==> src/design/psu_pkg.sv <==
// Shared types and constants for the PNG scanline unfilter.
// Used by psu_recon, png_scanline_unfilter and psu_checker; depends on nothing.
`default_nettype none

package psu_pkg;

    localparam int MAX_WIDTH   = 1024;
    localparam int STORE_DEPTH = MAX_WIDTH * 4;
    localparam int COL_W       = $clog2(STORE_DEPTH);
    localparam int STRIDE_W    = COL_W + 1;

    localparam int WIDTH_W  = 11;
    localparam int HEIGHT_W = 16;
    localparam int CFG_IDX_W  = 2;
    localparam int CFG_DATA_W = 16;

    typedef enum logic [2:0] {
        FILT_NONE  = 3'd0,
        FILT_SUB   = 3'd1,
        FILT_UP    = 3'd2,
        FILT_AVG   = 3'd3,
        FILT_PAETH = 3'd4
    } filter_t;

    typedef enum logic [CFG_IDX_W-1:0] {
        CFG_WIDTH  = 2'd0,
        CFG_HEIGHT = 2'd1,
        CFG_RGBA   = 2'd2
    } cfg_idx_t;

    typedef struct packed {
        logic [7:0] stream_byte;
        logic       start_of_image;
    } in_t;

    typedef struct packed {
        logic [7:0] pixel_byte;
        logic       end_of_row;
        logic       end_of_image;
        logic       bad_filter;
    } out_t;

endpackage

`default_nettype wire

==> src/design/psu_recon.sv <==
// Byte reconstruction for the five PNG filter types (None, Sub, Up, Average, Paeth).
// Purely combinational; depends on psu_pkg.
`default_nettype none

module psu_recon (
    input  wire psu_pkg::filter_t filter,
    input  wire logic [7:0]       sample,
    input  wire logic [7:0]       left,
    input  wire logic [7:0]       up,
    input  wire logic [7:0]       upleft,
    output logic      [7:0]       result
);

    logic signed [9:0] d_bc;
    logic signed [9:0] d_ac;
    logic signed [9:0] d_abc;
    logic        [9:0] pa;
    logic        [9:0] pb;
    logic        [9:0] pc;
    logic        [7:0] pred;
    logic        [8:0] avg_sum;

    // pa = |p - a| = |b - c|, pb = |a - c|, pc = |a + b - 2c|
    assign d_bc  = $signed({2'b00, up})   - $signed({2'b00, upleft});
    assign d_ac  = $signed({2'b00, left}) - $signed({2'b00, upleft});
    assign d_abc = $signed({2'b00, left}) + $signed({2'b00, up})
                 - $signed({1'b0, upleft, 1'b0});
    assign pa = d_bc[9]  ? 10'(-d_bc)  : 10'(d_bc);
    assign pb = d_ac[9]  ? 10'(-d_ac)  : 10'(d_ac);
    assign pc = d_abc[9] ? 10'(-d_abc) : 10'(d_abc);

    assign avg_sum = {1'b0, left} + {1'b0, up};

    always_comb
    begin
        case (filter)
            psu_pkg::FILT_SUB:   pred = left;
            psu_pkg::FILT_UP:    pred = up;
            psu_pkg::FILT_AVG:   pred = avg_sum[8:1];
            psu_pkg::FILT_PAETH:
            begin
                if (pa <= pb && pa <= pc)
                    pred = left;
                else if (pb <= pc)
                    pred = up;
                else
                    pred = upleft;
            end
            default:             pred = 8'd0;
        endcase
        result = sample + pred;
    end

endmodule

`default_nettype wire

==> config.mk <==
export PLATFORM = sky130hd
export DESIGN_NAME = psu_recon
export DESIGN_NICKNAME = d
export VERILOG_FILES = /design/src/design/psu_pkg.sv /design/src/design/psu_recon.sv
export SDC_FILE = /design/constraint.sdc
export NUM_CORES = 1
export LEC_CHECK = 0
export ABC_AREA = 1
export ABC_CLOCK_PERIOD_IN_PS = 15330
export BUFFER_PORTS_ARGS = -buffer_cell sky130_fd_sc_hd__clkbuf_2
export CAP_MARGIN = 20
export CORE_MARGIN = 2
export CORE_UTILIZATION = 68
export DETAILED_ROUTE_END_ITERATION = 10
export PLACE_DENSITY_LB_ADDON = 0.2
export SLEW_MARGIN = 5
export SYNTH_ARGS = -nofsm -noshare
export SYNTH_HDL_FRONTEND = slang
export SYNTH_SLANG_ARGS = --single-unit
==> constraint.sdc <==
create_clock -name vclk -period 15.33
set_clock_uncertainty 0.15 [all_clocks]
set_input_delay 2.2995 -clock vclk [all_inputs]
set_output_delay 2.2995 -clock vclk [all_outputs]
set_load 0.005 [all_outputs]
---- Word-level counts from Yosys, hierarchy flattened ----
Cells that the tools add are included.
storage, ports and cells
  output and inout bits ................... 8
  register bits ........................... 0
  input port bits ......................... 35
operators by class
  $add $sub $neg .......................... 9
  muxes and demuxes ....................... 6
  order comparisons ....................... 3
  equality and inequality tests ........... 4
  reductions and logical operators ........ 1
operators by type and width
  operator            count
  $pmux 8 s4          1
  $le 10x10->1        3
  $mux 10             3
  $neg 9->10          2
  $add 8x8->9         2
  $sub 8x8->9         2
  $mux 8              2
  $neg 10->10         1
  $sub 9x9->10        1
  $add 8x8->8         1
  $eq 3x2->1 const B  2
  $eq 3x1->1 const B  1
  $eq 3x3->1 const B  1
  $logic_and 1x1->1   1

---- Depth between registers and ports, before layout ----
  depth in word-level cells ............... 9
  mapped depth ............................ 43
  mapped depth without buffers ............ 41

---- Worst setup path before layout ----
OpenSTA, ideal clock, no wires.
  path kind ............................... in2out
  start ................................... input port left[2]
  end ..................................... output port result[7]
  path buffers ............................ 2
  arrival ................................. 7.167 ns
  cell stages on the path ................. 41
  setup slack ............................. 5.713 ns
  path through ............................ inv_1 > fa_1 > inv_1 > ha_1 > buf_6 > nand2_2 > nand2_2 > nand2_2 > nand3_1 > a31oi_1 > xor2_1 > nand3_1 > o21ai_0 > xor2_1 > inv_1 > ha_1 > nand3_1 > inv_1 > (+5 left out) > buf_6 > nand2_1 > o21ai_1 > o21bai_1 > nand3_1 > ha_1 > a21oi_1 > nand2_1 > a21oi_1 > inv_1 > a21oi_1 > o21ai_0 > a21o_1 > xor2_1 > inv_1 > nand2_1 > nand2_1 > inv_1
on the way
  word-level cells in the longest chain between the ends .. 9
  elaborated cells between the ends (all ways) .. 16
  classes of those cells .................. add/sub (7); order compare (3); mux (5); reduce/logical (1)
RTL lines
  item                                         line                              source
  from (decl)                                  psu_recon.sv:8                    input wire logic [7:0] left,
  $add 8x8->9                                  psu_recon.sv:26, psu_recon.sv:32
  $sub 9x9->10                                 psu_recon.sv:27                   - $signed({1'b0, upleft, 1'b0});
  $neg 10->10                                  psu_recon.sv:30                   assign pc = d_abc[9] ? 10'(-d_abc) : 10'(d_abc);
  $mux 10                                      psu_recon.sv:30
  $le 10x10->1 (on tied branches)              psu_recon.sv:44, psu_recon.sv:42
  $mux 8 or $logic_and 1x1->1 (tied branches)  psu_recon.sv:44, psu_recon.sv:42
  $mux 8                                       psu_recon.sv:42                   if (pa <= pb && pa <= pc)
  $pmux 8 s4 (*)                               psu_recon.sv:36                   case (filter)
  $add 8x8->8 (*)                              psu_recon.sv:51                   result = sample + pred;
  to (decl)                                    psu_recon.sv:11                   output logic [7:0] result
Mark *: on every way between the ends. The rest lies on a longest branch, timed or not.

---- Worst setup path in the final report ----
  start ................................... input port left[4]
  end ..................................... output port result[6]
The elaborated chain is that of the path after synthesis.

==> run_results.csv <==
group,metric,value,unit
run_status,status,"complete, no violations",
place,hpwlAfterDp,8.10,mm
cells_and_area,diodes,0,
power,switchingPower,189,µW
power,p_clk_share,0,%
critical_path,worstPathArrival,7.92,ns
power,switching_share,62.6,%
logic_synthesis,yosysSeqAreaShare,0,%
route,drtAntennaViolNets,0,
sta,worst_slew_pin_slew,0.878,ns
cts,post_cts_buffers,0,
global_route,antenna_found_initial,0,
global_route,grt_pass1_wl,16.0,mm
die,die_y,76.6,µm
place,dpl_cell_area,0.00386,mm²
route,vias_per_cell,5.49,
die,die_area,0.00586,mm²
global_route,grt_pass1_vias,3630,
sta,tns,0,ns
logic_synthesis,synthTopCellsByCount,"134 x inv_1, 110 x nand2_1, 69 x ha_1, 41 x nand3_1, 35 x nor2_1",
die,rows,26,
cells_and_area,drive_above_1_share,12.2,%
power,powerDensity,78.2,mW/mm²
logic_synthesis,syn_area_per_cell,6.09,µm²
critical_path,cp-end-kind,"primary output",
place,place_ws,4.98,ns
critical_path,critPathMaxFanout,15,
die,core,0.00511,mm²
sta,fmax,96.5,MHz
sta,final-setup-viol-count,0,
sta,finalHoldViolations,0,
power,p_total,302,µW
critical_path,startpoint_type,"primary input",
power,p_int,113,µW
place,place_congestion,0.958,
route,wl_per_cell,13.1,µm
hold_path,holdCritStartpoint,"sample[0]",
logic_synthesis,synth_area_leaders,"ha_1 24%, inv_1 14%, nand2_1 12%",
cells_and_area,seq_area,0,µm²
power,p_comb_share,100.0,%
route,wl,9.16,mm
critical_path,cp_slowest_cell,"fa_1",
logic_synthesis,yosys.area.top_type,"ha_1",
global_route,gr-total-overflow,0,
cells_and_area,nets,747,
critical_path,crit_required,12.88,ns
die,die-width,76.6,µm
logic_synthesis,synth_top_cell_area_share,24.1,%
power,leakage,2.37,nW
cells_and_area,final_area,0.00386,mm²
logic_synthesis,yosysUniqueCellTypes,39,
route,vias,3846,
critical_path,cpMostUsedCell,"inv_1",
logic_synthesis,synthCells,588,
hold_path,hold_end,"result[0]",
route,drtPass1Iterations,5,
hold_path,min_path_type,"primary input to primary output",
logic_synthesis,ys_warn_count,0,
sta,relSlewSlack,40.7,%
die,start_util,70.1,%
sta,slew_violations,0,
cts,cts_resized,0,
hold_path,whs_path_depth,3,
cells_and_area,syn_to_final_growth,7.90,%
sta,rsz0062_at_grt,"no",
sta,fin_crit,10.37,ns
route,drtIter0Drc,162,
die,io_pins,43,
sta,fin_crit_sh,67.6,%
power,vdd_drop_max,0.0434,mV
cells_and_area,seq_cells,0,
run,max_cap_violations,0,
cts,postCtsHoldBufs,0,
sta,worst_slack,4.96,ns
global_route,grt_usage,32.5,%
route,drc,0,
power,seqPwrFrac,0,%
place,portBuffers,43,
global_route,grt_max_degree,16,
logic_synthesis,syn_area,0.00358,mm²
logic_synthesis,post-synth-top-count-cell,"inv_1",
cells_and_area,n_clock_buffer,0,
critical_path,max_stage_delay,0.54,ns
critical_path,crit_type,"primary input to primary output",
## power groups by stage
| stage | sequential (mW) | clock [mW] | combinational [mW] |
|---|---|---|---|
| global placement | 0 | 0 | 0.286 |
| CTS | 0 | 0 | 0.299 |
| floorplan | 0 | 0 | 0.230 |
| global route | 0 | 0 | 0.347 |
| finish | 0 | 0 | 0.302 |
| detailed placement | 0 | 0 | 0.298 |
## through the flow
step / std cells / utilization (%) / hold WS, ns
after floorplan: 590 / - / 4.57
after global placement: 700 / 75.6 / 4.74
after detailed placement: 700 / 75.6 / 4.74
after CTS: 700 / 75.6 / 4.74
after global routing: 700 / 75.6 / 4.76
final: 700 / 75.6 / 4.74
## layer usage
| layer | up-vias | part of all wire [%] | track usage (%) |
|---|---|---|---|
| met1 | 1691 | 45 | 41.4 |
| met4 | 0 | 3.5 | 12.4 |
| met2 | 134 | 46 | 57.1 |
| met3 | 32 | 6.3 | 2.37 |
| met5 | - | 0 | 0 |
| li1 | 1989 | - | - |
## area by class of cell
class,count,area (µm²)
multi-input cells,448,3040
fillers,435,1240
inverters,139,522
repair buffers,43,215
well taps,70,87.6
## how the worst max path moves through the flow
stage	start	endpoint	slack, ns
floorplan	left[2]	result[7]	5.71
global placement	left[4]	result[7]	5.11
detailed placement	left[4]	result[7]	4.98
CTS	left[4]	result[7]	4.96
global route	left[2]	result[7]	4.21
finish	left[4]	result[6]	4.96
## placed cells by master (no fill, tap or decap), drive strengths merged, types with 4 or more instances in the layout
master | Yosys | final
conb | 2 | 4
o22ai | 6 | 6
inv | 139 | 139
nor3 | 6 | 6
nand2 | 124 | 124
nand4 | 17 | 17
nor2 | 41 | 41
o21ai | 33 | 33
fa | 11 | 11
o21bai | 8 | 8
xnor2 | 4 | 4
clkbuf | 0 | 43
xor2 | 27 | 27
a21oi | 34 | 34
ha | 69 | 69
nand3 | 43 | 43
a21o | 4 | 4
## cells by family after synthesis
logic type,after synthesis,synth area share (%)
other,2,0.210
AOI/OAI and AO/OA,97,16.2
adders and majority gates,80,30.3
and+or+nand+nor,236,30.2
buffers and inverters,142,15.3
xor gates and xnor gates,31,7.79
## critical path: cells and delay by family
family	cells	cell delay, ns
AOI/OAI and AO/OA	8	1.66
buffers and inverters	7	0.63
xor gates and xnor gates	3	0.64
adders and majority gates	5	1.80
and+or+nand+nor	9	0.89
No activity file was read; power rests on OpenSTA's default activity.
